## src/mtg_pkg.sv

```systemverilog
// mtg_pkg: shared types and constants for the mt19937 generator core
// no dependencies; imported by the interfaces, controller, datapath and top level
package mtg_pkg;

  localparam int N       = 624;
  localparam int M       = 397;
  localparam int WORD_W  = 32;
  localparam int IDX_W   = 10;
  localparam int REQ_W   = 2;

  typedef logic [WORD_W-1:0] word_t;
  typedef logic [IDX_W-1:0]  idx_t;

  localparam word_t TWIST_XOR    = 32'h9908b0df;
  localparam word_t HI_BIT       = 32'h80000000;
  localparam word_t LO_BITS      = 32'h7fffffff;
  localparam word_t TEMPER_B     = 32'h9d2c5680;
  localparam word_t TEMPER_C     = 32'hefc60000;
  localparam word_t LCG_MUL      = 32'd69069;
  localparam word_t DEFAULT_SEED = 32'd4357;
  localparam word_t HALF_MASK    = 32'hffff0000;

  localparam idx_t POS_REGEN    = idx_t'(N);
  localparam idx_t POS_UNSEEDED = idx_t'(N + 1);
  localparam idx_t IDX_LAST     = idx_t'(N - 1);
  localparam idx_t IDX_M        = idx_t'(M);
  localparam idx_t IDX_WRAP     = idx_t'(N - M);

  typedef enum logic [REQ_W-1:0] {
    REQ_DRAW   = 2'd0,
    REQ_RESEED = 2'd1,
    REQ_LOAD   = 2'd2
  } req_t;

  typedef enum logic [2:0] {
    ST_IDLE,
    ST_FILL,
    ST_TW_PRIME,
    ST_TW_RUN,
    ST_DRAW_RD,
    ST_DRAW_OUT
  } state_t;

  typedef enum logic [1:0] {
    WR_LOAD,
    WR_FILL,
    WR_TWIST
  } wr_src_t;

  typedef struct packed {
    logic    we;
    wr_src_t wr_src;
    idx_t    wr_addr;
    logic    rd_en;
    idx_t    rd_a_addr;
    idx_t    rd_b_addr;
    logic    cur_shift;
    logic    seed_load;
    logic    seed_default;
    logic    seed_step;
    logic    hi_capture;
    logic    out_load;
  } dp_cmd_t;

  typedef struct packed {
    logic out_free;
  } dp_stat_t;

endpackage

```

## src/mtg_ctrl.sv

```systemverilog
// mtg_ctrl: request sequencer for seeding, regeneration and draws
// depends on mtg_pkg; commands mtg_dp through dp_cmd_t
module mtg_ctrl
  import mtg_pkg::*;
(
  input  logic     clk,
  input  logic     rst_n,
  input  logic     in_valid,
  output logic     in_ready,
  input  logic [REQ_W-1:0] req_type,
  input  idx_t     load_index,
  input  dp_stat_t stat,
  output dp_cmd_t  cmd
);

  state_t state_r, state_nxt;
  idx_t   k_r, k_nxt;
  logic   phase_r, phase_nxt;
  idx_t   pos_r, pos_nxt;
  logic   draw_pend_r, draw_pend_nxt;
  logic   accept;
  logic   is_draw, is_reseed, is_load_ok;

  assign accept     = in_valid && (state_r == ST_IDLE);
  assign is_draw    = (req_type == REQ_DRAW);
  assign is_reseed  = (req_type == REQ_RESEED);
  assign is_load_ok = (req_type == REQ_LOAD) && (load_index < POS_REGEN);

  always_ff @(posedge clk) begin
    if (!rst_n) begin
      state_r     <= ST_IDLE;
      k_r         <= '0;
      phase_r     <= 1'b0;
      pos_r       <= POS_UNSEEDED;
      draw_pend_r <= 1'b0;
    end else begin
      state_r     <= state_nxt;
      k_r         <= k_nxt;
      phase_r     <= phase_nxt;
      pos_r       <= pos_nxt;
      draw_pend_r <= draw_pend_nxt;
    end
  end

  always_comb begin
    state_nxt = state_r;
    case (state_r)
      ST_IDLE: begin
        if (accept && is_draw) begin
          if (pos_r == POS_UNSEEDED) begin
            state_nxt = ST_FILL;
          end else if (pos_r == POS_REGEN) begin
            state_nxt = ST_TW_PRIME;
          end else begin
            state_nxt = ST_DRAW_RD;
          end
        end else if (accept && is_reseed) begin
          state_nxt = ST_FILL;
        end
      end
      ST_FILL: begin
        if (phase_r && (k_r == IDX_LAST)) begin
          state_nxt = draw_pend_r ? ST_TW_PRIME : ST_IDLE;
        end
      end
      ST_TW_PRIME: state_nxt = ST_TW_RUN;
      ST_TW_RUN: begin
        if (k_r == POS_REGEN) begin
          state_nxt = ST_DRAW_RD;
        end
      end
      ST_DRAW_RD:  state_nxt = ST_DRAW_OUT;
      ST_DRAW_OUT: begin
        if (stat.out_free) begin
          state_nxt = ST_IDLE;
        end
      end
      default: state_nxt = ST_IDLE;
    endcase
  end

  always_comb begin
    k_nxt         = k_r;
    phase_nxt     = phase_r;
    pos_nxt       = pos_r;
    draw_pend_nxt = draw_pend_r;
    case (state_r)
      ST_IDLE: begin
        k_nxt     = '0;
        phase_nxt = 1'b0;
        if (accept) begin
          if (is_draw) begin
            draw_pend_nxt = 1'b1;
          end else if (is_reseed) begin
            draw_pend_nxt = 1'b0;
          end else if (is_load_ok) begin
            pos_nxt = POS_REGEN;
          end
        end
      end
      ST_FILL: begin
        phase_nxt = ~phase_r;
        if (phase_r) begin
          if (k_r == IDX_LAST) begin
            k_nxt   = '0;
            pos_nxt = POS_REGEN;
          end else begin
            k_nxt = k_r + idx_t'(1);
          end
        end
      end
      ST_TW_PRIME: k_nxt = '0;
      ST_TW_RUN: begin
        k_nxt = k_r + idx_t'(1);
        if (k_r == POS_REGEN) begin
          k_nxt   = '0;
          pos_nxt = '0;
        end
      end
      ST_DRAW_RD: begin
      end
      ST_DRAW_OUT: begin
        if (stat.out_free) begin
          pos_nxt = pos_r + idx_t'(1);
        end
      end
      default: begin
      end
    endcase
  end

  always_comb begin
    cmd      = '0;
    cmd.wr_src = WR_LOAD;
    in_ready = 1'b0;
    case (state_r)
      ST_IDLE: begin
        in_ready = 1'b1;
        if (accept) begin
          if (is_reseed) begin
            cmd.seed_load = 1'b1;
          end else if (is_draw && (pos_r == POS_UNSEEDED)) begin
            cmd.seed_load    = 1'b1;
            cmd.seed_default = 1'b1;
          end else if (is_load_ok) begin
            cmd.we      = 1'b1;
            cmd.wr_src  = WR_LOAD;
            cmd.wr_addr = load_index;
          end
        end
      end
      ST_FILL: begin
        cmd.seed_step = 1'b1;
        if (!phase_r) begin
          cmd.hi_capture = 1'b1;
        end else begin
          cmd.we      = 1'b1;
          cmd.wr_src  = WR_FILL;
          cmd.wr_addr = k_r;
        end
      end
      ST_TW_PRIME: begin
        cmd.rd_en     = 1'b1;
        cmd.rd_a_addr = '0;
        cmd.rd_b_addr = '0;
      end
      ST_TW_RUN: begin
        cmd.cur_shift = 1'b1;
        cmd.rd_en     = (k_r != POS_REGEN);
        cmd.rd_a_addr = (k_r == IDX_LAST) ? '0 : k_r + idx_t'(1);
        cmd.rd_b_addr = (k_r < IDX_WRAP) ? k_r + IDX_M : k_r - IDX_WRAP;
        cmd.we        = (k_r != '0);
        cmd.wr_src    = WR_TWIST;
        cmd.wr_addr   = k_r - idx_t'(1);
      end
      ST_DRAW_RD: begin
        cmd.rd_en     = 1'b1;
        cmd.rd_a_addr = pos_r;
        cmd.rd_b_addr = pos_r;
      end
      ST_DRAW_OUT: begin
        cmd.out_load = stat.out_free;
      end
      default: begin
      end
    endcase
  end

endmodule

```

## config.mk

```make
export PLATFORM = sky130hd
export DESIGN_NAME = mtg_ctrl
export DESIGN_NICKNAME = d
export VERILOG_FILES = /design/src/mtg_pkg.sv /design/src/mtg_ctrl.sv
export SDC_FILE = /design/constraint.sdc
export NUM_CORES = 1
export LEC_CHECK = 0
export BUFFER_PORTS_ARGS = -buffer_cell sky130_fd_sc_hd__buf_4
export CORE_ASPECT_RATIO = 0.7
export CORE_MARGIN = 8
export CORE_UTILIZATION = 39
export CTS_CLUSTER_SIZE = 25
export DETAILED_ROUTE_END_ITERATION = 8
export SYNTH_ARGS = -nofsm -noshare
export SYNTH_HDL_FRONTEND = slang
export SYNTH_SLANG_ARGS = --single-unit
```

## constraint.sdc

```tcl
create_clock -name clk -period 2.8 [get_ports clk]
set_input_delay 0.42 -clock clk [delete_from_list [all_inputs] [get_ports clk]]
set_output_delay 0.42 -clock clk [all_outputs]
set_load 0.1 [all_outputs]
```

==> results.txt, run 1 <==
* Largest incremental delay on the critical path: around 0.42 ns
- Later-pin clock latency in the skew report: 0.27 ns
* Kind of cell adding the most delay to the critical path: simple AND/OR/NAND/NOR gates
- CP Capture Type: primary output
* Final count of pins violating max slew: 0
- Max clock buf depth: 2
- Relative slew slack: 42.1%
- Category of the most critical setup path: reg2out
- After clock tree synthesis, the setup repair step added 0 buffers.
* Data required time of the worst path: around 2.4 ns
- In this run the cell area of the synthesized design comes to 2470 um^2.
* Final clock period utilization by the worst path: 95.2%
- The analysis attributes to net switching a power of a little under 0.4 mW.
- Number of placement rows: 24
- Traced cell by cell, the critical path runs through ha_2 -> buf_4 -> nor3_1 -> o21ai_0 -> nand3_1 -> a21oi_1 -> o21ai_2 -> buf_4.
* Number of distinct library cell variants in the gate-level netlist after synthesis: 64
* Post-Syn Area per Cell: 6.85 um^2
* DIE AREA: between 9000 and 10000 um^2
- In this run, synthesis inferred 0 flip-flops with an integrated enable.
- Synthesis-to-finish area growth: 34.3%
- Sequential cells burn roughly two fifths of the power.
* Worst-case register-to-register setup slack: around 0.41 ns
- Net switching is approximately 41% of the power.
* Largest net degree at the start of global routing: 22
- Derived from the worst setup path, the maximum achievable clock frequency is roughly 380 MHz.
* Internal Pwr Total: 0.577 mW
* Peak ir drop on the vdd network: 0.169 mV
- Placer's final routability congestion estimate: between 0.8 and 0.9
- The number of global-route vias before repair came to 2684.
- In this run, synthesis produced a sequential element count of 25.
- STA classifies the critical path startpoint as a flip-flop.
- The number of antenna violations at the first check in global routing is 0.
* Worst clock skew on the final layout: 0.00152 ns
* Area inside the core boundary: 6190 um^2
- Status: finished clean
- The number of buffers and inverters on the critical path is 2.
- Input and output buffers added on the ports amount to 56.
* Sequential cell area fraction in the yosys report: 20.3%
* Die Y: just over 80 um
- Of the post-synthesis cell area, the dominant cell type holds 20.3%.
* Number of nets in the final layout: 439
* Detailed placement HPWL: between 6000 and 7000 um
- In the synthesized netlist, the number of instances is 361.
- Power spread over the standard cell area amounts to 294 nW/um^2.
* Design area: ~3300 um^2
* Cell at the slowest stage of the critical path: sky130_fd_sc_hd__nor3_1
- Global routing finished with a remaining overflow of 0.
- The cell that appears most often on the critical path is sky130_fd_sc_hd__buf_4.
- Syn nets: 383
* Cell type contributing the most total cell area after synthesis: sky130_fd_sc_hd__dfxtp_1
- Post-DR vias/cell: between 5 and 6
* Cell at the root of the clock tree: sky130_fd_sc_hd__clkbuf_8
- The first global-routing pass estimated 14200 um of wire.
* Number of diodes: 0
- Lkg Pwr: 1.29 nW
- Setup repair after global routing missed its margin: no
- The number of hold buffers added after CTS was 0.
* Number of buffers created by CTS: 3
- For the pin with the worst max-slew slack, the measured transition is 0.863 ns.
- By area the synthesized netlist is led by sky130_fd_sc_hd__dfxtp_1 (20%), sky130_fd_sc_hd__nand2_1 (7.3%), sky130_fd_sc_hd__a21oi_1 (6.7%).
* Worst-path clk slew: ~0.090 ns
- Detailed Route WL: approximately 8700 um
- Global routing used roughly a fifth of the available tracks.
* Ports placed on the boundary: 57
* Vias post-DR: approximately 2900
- During synthesis, Yosys emitted a total of 0 warnings.
- Summed over all failing endpoints, the final setup total negative slack is 0 ns.
- Clk pwr share: between 20% and 30%
- After detailed placement, the total cell area comes to between 3000 and 4000 um^2.
- CTS tree: done
- Drt wl/cell: between 15 and 20 um
* CTS HTree Levels: 1
- Sink count of the clock tree: 25
* Reported max-cap violation count: 0
- Fraction of layout instances using a drive strength above 1: between 30% and 40%
- Hold Fails Final Rpt: 0
* Arrival time of data at the critical path endpoint: about 2.3 ns
* Iteration-0 DRC count of the detailed router: between 150 and 200
- Measured on the finished design, the core utilization comes to a little over half.
- Share of async-settable or async-resettable flops after synthesis: 0%
- Subtracting the final worst setup slack from the clock period gives between 2 and 3 ns.
- Worst-path maximum fanout: 5
- The initial utilization of the core area, before any placement, comes to ~40%.
- Main synth FF type: sky130_fd_sc_hd__dfxtp_1
- The tightest min-delay check is of the in2reg type.
* Post-route ant nets: 0
- The die is ~110 um wide.
- Counting the fill cells in the layout gives 620.
- Combinational share of power: 38.2%
- In the routed design, unresolved DRC markers number 0.
- Setup violations remaining at the end of the flow were counted as 0.
- DR pass1 iterations: 4
-- timing repair --
action                                 CTS  global route
endpoints found under the hold margin    0             0
gates cloned                             0             0
resized for setup                        2            17
pin swaps                                0             1
setup endpoints to repair                2            15
-- power by group through the flow --
stage                     Combinational [mW]  Sequential (mW)  Clock (mW)
final                                  0.372            0.379       0.224
after global routing                   0.394            0.381       0.244
after global placement                 0.363            0.386           0
after detailed placement               0.364            0.387           0
after floorplan                        0.272            0.380           0
after CTS                              0.366            0.378       0.229
-- final timing paths --
kind | cells after the start | to | from
min reg2reg | 2 | draw_pend_r | draw_pend_r
max reg2reg | 6 | k_r[5] | state_r[1]
max | 8 | cmd[12] | k_r[0]
min | 2 | pos_r[0] | rst_n
-- layout make-up --
| type | count | area [um^2] | area share, % |
|---|---|---|---|
| clock buffers | 4 | 45.0 | 1.36 |
| inverters | 17 | 67.6 | 2.04 |
| multi-input cells | 291 | 1990 | 60.0 |
| flip-flops and latches | 25 | 505 | 15.2 |
| well taps | 78 | 97.6 | 2.94 |
| repair buffers | 79 | 612 | 18.4 |
-- metrics by stage --
stage / hold slack [ns] / power, mW / setup WS, ns / std cells
after detailed placement: 0.511 / 0.751 / 0.255 / 490
after CTS: 0.443 / 0.974 / 0.0168 / 494
after floorplan: 0.457 / 0.652 / -0.211 / 361
after global placement: 0.476 / 0.749 / 0.261 / 490
after global routing: 0.450 / 1.02 / 0.0226 / 494
final: 0.444 / 0.975 / 0.134 / 494
-- logic make-up (layout without fill, tap and decap cells) --
| logic type | count (synthesis) | after routing | synth area share [%] |
|---|---|---|---|
| and+or+nand+nor | 153 | 153 | 31.4 |
| AOI/OAI and AO/OA | 115 | 115 | 31.5 |
| buffers and inverters | 45 | 100 | 7.65 |
| DFF | 25 | 25 | 20.3 |
| xor gates and xnor gates | 15 | 15 | 5.32 |
| adders and majority gates | 8 | 8 | 3.85 |
-- cells in the final DEF (no fill, tap or decap), drive strengths merged, types with 3 or more instances in the layout --
cell    instances
or3            11
nand3          16
inv            15
nand4b          3
or2             3
a31oi           3
and2            3
o21ai          35
clkbuf          4
o31a            4
buf            79
a211o           3
a21oi          33
a221o           4
dfxtp          25
a22oi           4
nor2b           3
xor2            5
nor3           13
nand2          48
o211ai          4
nor4            4
nand3b          4
xnor2          10
nor2           26
ha              6
and3            4
o221ai          3
-- synth_stat cells, types with 3 or more instances --
cell and number:
sky130_fd_sc_hd__nor3_1 13, sky130_fd_sc_hd__ha_1 6, sky130_fd_sc_hd__nand2_1 48, sky130_fd_sc_hd__dfxtp_1 25
sky130_fd_sc_hd__a221o_1 4, sky130_fd_sc_hd__buf_1 3, sky130_fd_sc_hd__nor2b_1 3, sky130_fd_sc_hd__xor2_1 5
sky130_fd_sc_hd__nand3b_1 4, sky130_fd_sc_hd__a211o_1 3, sky130_fd_sc_hd__nand4b_1 3, sky130_fd_sc_hd__o31a_1 4
sky130_fd_sc_hd__o211ai_1 4, sky130_fd_sc_hd__a22oi_1 4, sky130_fd_sc_hd__a21oi_1 33, sky130_fd_sc_hd__o21ai_0 32
sky130_fd_sc_hd__and3_1 4, sky130_fd_sc_hd__nor4_1 4, sky130_fd_sc_hd__nand3_1 16, sky130_fd_sc_hd__inv_1 16
sky130_fd_sc_hd__xnor2_1 10, sky130_fd_sc_hd__or2_2 3, sky130_fd_sc_hd__or3_1 11, sky130_fd_sc_hd__buf_2 4
sky130_fd_sc_hd__nor2_1 26, sky130_fd_sc_hd__a31oi_1 3, sky130_fd_sc_hd__clkbuf_1 18
-- layer usage --
layer	global-route usage, %	up-vias	wire length, um
li1	-	1426	-
met2	27.6	110	3570
met1	27.1	1306	4400
met5	0	-	0
met3	4.04	10	683
met4	3.71	0	85
-- registers in the layout, indices dropped and copies added, names as in the netlist --
name	cells
state_r	3
phase_r	1
draw_pend_r	1
k_r	10
pos_r	10
Power figures use the tool's default switching activity.
==> inputs of run 2 (changes only) <==
--- a/config.mk
+++ b/config.mk
@@ -5,12 +5,14 @@
 export SDC_FILE = /design/constraint.sdc
 export NUM_CORES = 1
 export LEC_CHECK = 0
+export ABC_AREA = 1
 export BUFFER_PORTS_ARGS = -buffer_cell sky130_fd_sc_hd__buf_4
 export CORE_ASPECT_RATIO = 0.7
 export CORE_MARGIN = 8
 export CORE_UTILIZATION = 39
 export CTS_CLUSTER_SIZE = 25
 export DETAILED_ROUTE_END_ITERATION = 8
+export GPL_TIMING_DRIVEN = 0
 export SYNTH_ARGS = -nofsm -noshare
 export SYNTH_HDL_FRONTEND = slang
 export SYNTH_SLANG_ARGS = --single-unit
==> run 2 against run 1 <==
Effect of this change:
- maximum frequency increased by 0.59%
- first-iteration DRC count up 1.5%
- hold slack improved by 0.054 ns
- worst setup slack improved by 0.016 ns
- clock power increased by 3%
- wire length increased by 2.2%
==> results.txt, run 2 <==
- Synthesis-to-finish area growth: 28.2%
* DRC violation count after routing: 0 (unchanged)
- Class of the tightest hold or removal check: reg2reg
- The final count of negative-setup-slack endpoints was 0 (unchanged).
* Worst hold margin: 0.498 ns (+0.0538 ns)
- Setup tns final: 0 ns (unchanged)
- Combined area of all synthesized cells: 2500 um^2 (+1.2%)
- The number of violations reported at the end of detailed-routing iteration 0 was 198 (+1.5%).
* Setup repair after global routing missed its margin: no
- The async set-or-reset flop fraction in the synthesized netlist came to 0% (unchanged).
* Number of register bits inferred by synthesis: 25 (unchanged)
* Peak ir drop on the vdd network: 0.403 mV (+140%)
* Sink count of the clock tree: 25 (unchanged)
* Initial antenna violation count: 0 (unchanged)
- Vias post-DR: 3050 (+6.9%)
* Hold Fails Final Rpt: 0 (unchanged)
- Number of hold-repair buffers added at the cts stage: 0 (unchanged)
- Slew of the pin with the lowest slew margin: 0.643 ns (-0.220 ns)
- The post-synthesis cell count came to 434 (+20%).
* Combinational share of power: 61.1% (+23 points)
- Yosys warnings: 0 (unchanged)
* Number of nets in the final layout: 516 (+18%)
- Most frequently used cell type in the post-synthesis netlist: sky130_fd_sc_hd__nand2_1
- Detailed Route WL: 8930 um (+2.2%)
* Syn nets: 456 (+19%)
- Number of global-route vias before repair: 2810 (+4.7%)
- The core utilization of the finished layout is 51.6% (-2.1 points).
- Worst-path clk slew: 0.10 ns (about the same)
- Worst-path maximum fanout: 10 (+5)
- Category of the worst setup path launch point: flip-flop
- Sequential cell area fraction in the yosys report: 20.0% (-0.24 points)
- TritonCTS built the clock tree.
* Ports placed on the boundary: 57 (unchanged)
- The routed length per instance is 15.6 um (-12%).
- Clk pwr share: 12.2% (-11 points)
- Max clock buf depth: 2 (unchanged)
- Data required time of the worst path: 2.38 ns (about the same)
* Number of placement rows: 24 (unchanged)
- Leaving out fill and tap cells, the most frequent cell in the layout is sky130_fd_sc_hd__nand2_1.
- The minimum period implied by the final worst setup slack is 2.65 ns (-0.0157 ns).
- Largest net degree at the start of global routing: 15 (-32%)
* Highest Clock Rate: 377 MHz (+0.59%)
* Lkg Pwr: 1.51 nW (+17%)
* Post-Syn Area per Cell: 5.76 um^2 (-16%)
- Ranked by total cell area, the synthesized netlist is headed by sky130_fd_sc_hd__nand2_1 (21%), sky130_fd_sc_hd__dfxtp_1 (20%), sky130_fd_sc_hd__nand3_1 (8.2%).
- Filler Cell Count: 672 (+8.4%)
* Relative slew slack: 56.8% (+15 points)
- Cell type contributing the most total cell area after synthesis: sky130_fd_sc_hd__nand2_1
* Number of input and output port buffers inserted: 55 (-1.8%)
- Number of standard cells in the layout, taps in and fillers out: 571 (+16%)
* Psw: 1.07 mW (+170%)
- Commonest cells in the netlist: sky130_fd_sc_hd__nand2_1 (137), sky130_fd_sc_hd__inv_1 (51), sky130_fd_sc_hd__nand3_1 (41)
- CTS HTree Levels: 1 (unchanged)
- The cell-internal power is 0.820 mW (+42%).
- DIE AREA: 9270 um^2 (+1.0%)
- Largest registers: k_r x10, pos_r x10, state_r x3
* Detailed placement HPWL: 7160 um (+7.5%)
- Status: finished clean
* Category of the most critical setup path: reg2out
- Fraction of layout instances using a drive strength above 1: 22.9% (-8.6 points)
- GRT overflow: 0 (unchanged)
- Count of flip-flops with a built-in enable after synthesis: 0 (unchanged)
- The fraction of power spent switching nets was 56.6% (+16 points).
* Cell at the root of the clock tree: sky130_fd_sc_hd__clkbuf_8
- Post-DR vias/cell: 5.34 (-7.5%)
* Highest-count cells in the layout ignoring fill and taps: sky130_fd_sc_hd__nand2_1 (135), sky130_fd_sc_hd__buf_4 (58), sky130_fd_sc_hd__inv_1 (50)
- Wire length of the first global-routing pass: 14500 um (+2.5%)
* Final count of pins violating max slew: 0 (unchanged)
* Worst clock skew on the final layout: 0.00454 ns (+0.00302 ns)
- CP Capture Type: primary output
- Total power of the final layout: 1.89 mW (+94%)
- The post-route antenna net violation count came to 0 (unchanged).
- Fraction of post-synthesis cell area in the top cell type by area: 20.6% (+0.31 points)
- The number of violations of the max-capacitance limit came to 0 (unchanged).
- The final clock period utilization by the worst path came to 94.6% (-0.56 points).
* Initial standard-cell utilization of the core: 40.2% (+0.29 points)
- The most critical setup path has its startpoint at state_r[2].
- The height of the chip was 83 um (+0.48%).
- Arrival time of data at the critical path endpoint: 2.23 ns (-0.02 ns)
- The placed instance count is 567 (+16%).
* DR pass1 iterations: 4 (unchanged)
- The number of library cell types mapped by synthesis came to 36 (-44%).
- Crit Reg-Reg Startpoint: k_r[1]
* Sequential cell fraction of total power: 26.6% (-12 points)
* Later-pin clock latency in the skew report: 0.28 ns (about the same)
- All-layer global routing usage: 18.8% (+0.16 points)
* Number of buffers created by CTS: 3 (unchanged)
- Worst-case register-to-register setup slack: 0.73 ns (+0.32 ns)
- Placer's final routability congestion estimate: 0.901 (+0.18%)
- The area of the core came to 6220 um^2 (+0.49%).
- Main synth FF type: sky130_fd_sc_hd__dfxtp_1
* Width of the die: 112 um (+0.52%)
* Number of diodes: 0 (unchanged)
- The post-CTS repair timing setup buffer count is 0 (unchanged).
- In this run the most critical hold path is launched from draw_pend_r.
* Pwr Density: 589 nW/um^2 (+100%)
-- run 2: power by group through the flow --
stage	Sequential (mW)	Combinational (mW)	Clock, mW
final	0.504	1.16	0.231
after global routing	0.514	1.26	0.249
after CTS	0.500	1.14	0.233
after detailed placement	0.509	1.14	0
after global placement	0.507	1.13	0
after floorplan	0.485	0.889	0
-- run 2: stage by stage --
stage	cell area, um^2	setup slack, ns
after global routing	3210	0.000834
after detailed placement	3140	0.266
after CTS	3190	0.110
after floorplan	2630	-0.595
final	3210	0.150
after global placement	3140	0.245
-- run 2: cell families after synthesis --
| family | synth area share (%) |
|---|---|
| AOI/OAI and AO/OA | 17.0 |
| xor gates and xnor gates | 3.50 |
| adders and majority gates | 3.00 |
| DFF | 20.0 |
| buffers and inverters | 13.1 |
| and+or+nand+nor | 43.4 |
-- run 2: layout make-up --
class / count / area, um^2 / area share (%)
Buffer: 17 / 131 / 4.10
Clock buffer: 3 / 41.3 / 1.29
Clock inverter: 1 / 5.00 / 0.156
Inverter: 54 / 218 / 6.79
Multi-Input combinational cell: 338 / 1780 / 55.6
Sequential cell: 25 / 505 / 15.8
Tap cell: 78 / 97.6 / 3.04
Timing Repair Buffer: 55 / 424 / 13.2
-- run 2: final timing paths --
kind | end | cells past startpoint
worst max-delay path | cmd[15] | 11
worst min-delay path | draw_pend_r | 2
worst max register to register | pos_r[2] | 9
worst min register to register | draw_pend_r | 2
-- run 2: repair_timing --
| item | in CTS | in global routing |
|---|---|---|
| resized for setup | 1 | 8 |
| endpoints found under the setup margin | 6 | 7 |
| gates cloned | 0 | 0 |
| pin swaps | 0 | 0 |
-- run 2: layer usage --
layer / share of wire (%) / GRT usage, %
met1: 52 / 28.7
met2: 41 / 26.7
met3: 6.5 / 3.40
met4: 0.66 / 2.72
met5: 0 / 0
-- run 2: critical path, stage by stage (launching register included) --
cell                      delay [ns]
sky130_fd_sc_hd__dfxtp_1        0.32
sky130_fd_sc_hd__buf_6          0.13
sky130_fd_sc_hd__inv_1          0.12
sky130_fd_sc_hd__nand2_1        0.09
sky130_fd_sc_hd__nor2_2         0.14
sky130_fd_sc_hd__buf_6          0.18
sky130_fd_sc_hd__inv_2          0.10
sky130_fd_sc_hd__buf_6          0.16
sky130_fd_sc_hd__a31oi_1        0.13
sky130_fd_sc_hd__o21ai_0        0.14
sky130_fd_sc_hd__o21ai_1        0.12
sky130_fd_sc_hd__buf_4          0.31
==> inputs of run 3 (changes only) <==
--- a/config.mk
+++ b/config.mk
@@ -6,10 +6,11 @@
 export NUM_CORES = 1
 export LEC_CHECK = 0
 export ABC_AREA = 1
-export BUFFER_PORTS_ARGS = -buffer_cell sky130_fd_sc_hd__buf_4
+export BUFFER_PORTS_ARGS = -buffer_cell sky130_fd_sc_hd__buf_2
 export CORE_ASPECT_RATIO = 0.7
 export CORE_MARGIN = 8
 export CORE_UTILIZATION = 39
+export CTS_BUF_LIST = sky130_fd_sc_hd__clkbuf_16
 export CTS_CLUSTER_SIZE = 25
 export DETAILED_ROUTE_END_ITERATION = 8
 export GPL_TIMING_DRIVEN = 0
==> constraint.sdc (replaced) <==
create_clock -name clk -period 2.5 [get_ports clk]
set_input_delay 0.375 -clock clk [delete_from_list [all_inputs] [get_ports clk]]
set_output_delay 0.375 -clock clk [all_outputs]
set_load 0.1 [all_outputs]
==> run 3 against run 2 <==
Effect of this change:
- wire length shrank 0.20%
- cell area increased by 4.5%
- cell count grew 0.35%
- die area did not move
- sequential share of layout area fell by 0.56 points
- critical endpoint is now cmd[10]
- sequential power up 12%
- total power grew 18%
- register-to-register slack worse by 0.24 ns
- critical path type unchanged
==> results.txt, run 3 (same netlist as run 2, synthesis figures left out) <==
* CP Capture Type: primary output
- The power density normalized to cell area was 668 nW/um^2 (+13%).
* DRC violation count after routing: 0 (unchanged)
- Detailed Route WL: 8910 um (-0.20%)
- STA classifies the critical path startpoint as a flip-flop.
* CTS tree: done
- Drt wl/cell: 15.5 um (-0.55%)
* Filler Cell Count: 647 (-3.7%)
* Sequential cell fraction of total power: 25.1% (-1.5 points)
* Relative slew slack: 63.4% (+6.6 points)
* Clk pwr share: 16.0% (+3.8 points)
- The number of top-level design ports is 57 (unchanged).
- The number of buffers between clock root and the deepest sink is 2 (unchanged).
- The flow ran to the end, and the final reports show no timing, DRC or antenna violations.
- Worst clock skew on the final layout: 0.00285 ns (-0.00168 ns)
- The total net switching power is 1.21 mW (+14%).
* Detailed placement HPWL: 6960 um (-2.7%)
- Peak ir drop on the vdd network: 0.379 mV (-5.8%)
- The final number of max-transition violations was 0 (unchanged).
- Setup tns final: 0 ns (unchanged)
* Wire length of the first global-routing pass: 14700 um (+0.90%)
* Slew of the pin with the lowest slew margin: 0.550 ns (-0.0933 ns)
- Counting I/O delays and the setup requirement, the final critical path takes 2.44 ns.
- The area of the core came to 6220 um^2 (unchanged).
- Post-route ant nets: 0 (unchanged)
- The data arrival time of the worst path was 2.06 ns (-0.17 ns).
- Derived from the worst setup path, the maximum achievable clock frequency is approximately 410 MHz.
- The combinational power share is 58.9% (-2.2 points).
- The worst hold path belongs to the class reg2reg.
* Cell area after placement: 3040 um^2 (-3.2%)
* Data required time of the worst path: 2.12 ns (-0.26 ns)
- Highest-count cells in the layout ignoring fill and taps: sky130_fd_sc_hd__nand2_1 (133), sky130_fd_sc_hd__inv_1 (49), sky130_fd_sc_hd__nand3_1 (40)
- The area of the die was 9270 um^2 (unchanged).
* Hold Fails Final Rpt: 0 (unchanged)
- The final design instance area without fill is 3350 um^2 (+4.5%).
- Leaving out fill and tap cells, the most frequent cell in the layout is sky130_fd_sc_hd__nand2_1.
* Reported max-cap violation count: 0 (unchanged)
* Switch share: 54.3% (-2.3 points)
- Internal Pwr Total: 1.02 mW (+25%)
* Number of placement rows: 24 (unchanged)
- Setup repair after global routing left no endpoint under its margin.
- Worst-path clk slew: 0.06 ns (-0.04 ns)
- The remaining global-route overflow came to 0 (unchanged).
* CTS HTree Levels: 1 (unchanged)
- In the finished design, the share of the clock period the worst path needs comes to 97.5%.
* Width of the die: 112 um (unchanged)
- Iteration-0 DRC count of the detailed router: 336 (+70%)
- Lkg Pwr: 1.56 nW (+3.3%)
- # setup viols final: 0 (unchanged)
* Synthesis-to-finish area growth: 34.0%
- Later-pin clock latency in the skew report: 0.26 ns (-0.02 ns)
- Largest registers: k_r x10, pos_r x10, state_r x3
- Number of nets in the final layout: 518 (+0.39%)
- Number of global-route vias before repair: 2844 (+1.2%)
- The number of buffer cells added on primary ports is 55 (unchanged).
- Worst-path maximum fanout: 10 (unchanged)
* Die Y: 83 um (unchanged)
* Worst hold margin: 0.468 ns (-0.0305 ns)
* Largest net degree at the start of global routing: 14 (-1)
- Initial antenna violation count: 0 (unchanged)
- Category of the most critical setup path: reg2out
* Post-DR vias/cell: 5.41 (+1.2%)
* DR pass1 iterations: 6 (+2)
- Cell at the root of the clock tree: sky130_fd_sc_hd__clkbuf_16
- The clock sink total was 25 (unchanged).
- Number of buffers created by CTS: 3 (unchanged)
- The power consumption came to 2.24 mW (+18%).
- Number of diodes: 0 (unchanged)
- Placer's final routability congestion estimate: 0.960 (+6.5%)
* Initial standard-cell utilization of the core: 40.2% (unchanged)
- The routed via count came to 3098 (+1.6%).
- Fraction of layout instances using a drive strength above 1: 27.3% (+4.4 points)
- All-layer global routing usage: 18.9% (+0.091 points)
[run 3: worst paths after layout]
kind	slack (ns)	startpoint	to	cells after the start
worst max-delay path	0.06	state_r[0]	cmd[10]	7
worst min-delay path	0.47	draw_pend_r	draw_pend_r	2
worst max register to register	0.49	k_r[0]	pos_r[4]	10
worst min register to register	0.47	draw_pend_r	draw_pend_r	2
[run 3: power groups by stage]
stage	Sequential, mW	Combinational, mW	Clock, mW
2_1_floorplan	0.543	1.01	0
3_3_place_gp	0.565	1.25	0
3_5_place_dp	0.565	1.25	0
4_1_cts	0.558	1.28	0.371
5_1_grt	0.573	1.45	0.383
6_report	0.562	1.32	0.358
[run 3: per-stage QoR]
step                setup slack [ns]  utilization (%)  cells
floorplan                     -0.850                -    434
global placement              -0.171             48.9    567
detailed placement            -0.179             48.9    567
CTS                          0.00960             52.3    573
global route                 0.00316             53.9    573
finish                        0.0617             53.9    573
[run 3: cell type report]
cell class | instances | area [um^2] | share of cell area (%)
Clock inverter | 1 | 3.75 | 0.112
Clock buffer | 3 | 75.1 | 2.24
Sequential cell | 25 | 509 | 15.2
Multi-Input combinational cell | 338 | 1870 | 55.8
Timing Repair Buffer | 57 | 435 | 13.0
Inverter | 54 | 220 | 6.57
Tap cell | 78 | 97.6 | 2.91
Buffer | 17 | 139 | 4.14
[run 3: worst max-delay path: stages (launching register included)]
cell	delay (ns)
sky130_fd_sc_hd__dfxtp_2	0.38
sky130_fd_sc_hd__nor2_1	0.11
sky130_fd_sc_hd__inv_1	0.06
sky130_fd_sc_hd__nor2_2	0.27
sky130_fd_sc_hd__inv_1	0.21
sky130_fd_sc_hd__clkbuf_4	0.28
sky130_fd_sc_hd__o22ai_4	0.17
sky130_fd_sc_hd__buf_4	0.31
[run 3: routing by layer]
metal	up-vias	share of wire (%)	global-route usage, %
met2	120	41	27.4
li1	1543	-	-
met5	-	0	0
met3	9	8.1	3.83
met1	1426	50	28.2
met4	0	0.90	2.60
[run 3: timing repair]
action	in CTS	in global routing
pin swaps	0	2
buffers inserted	2	0
gates resized for setup	43	37
hold buffers	0	0
endpoints found under the hold margin	0	0
endpoints found under the setup margin	28	30
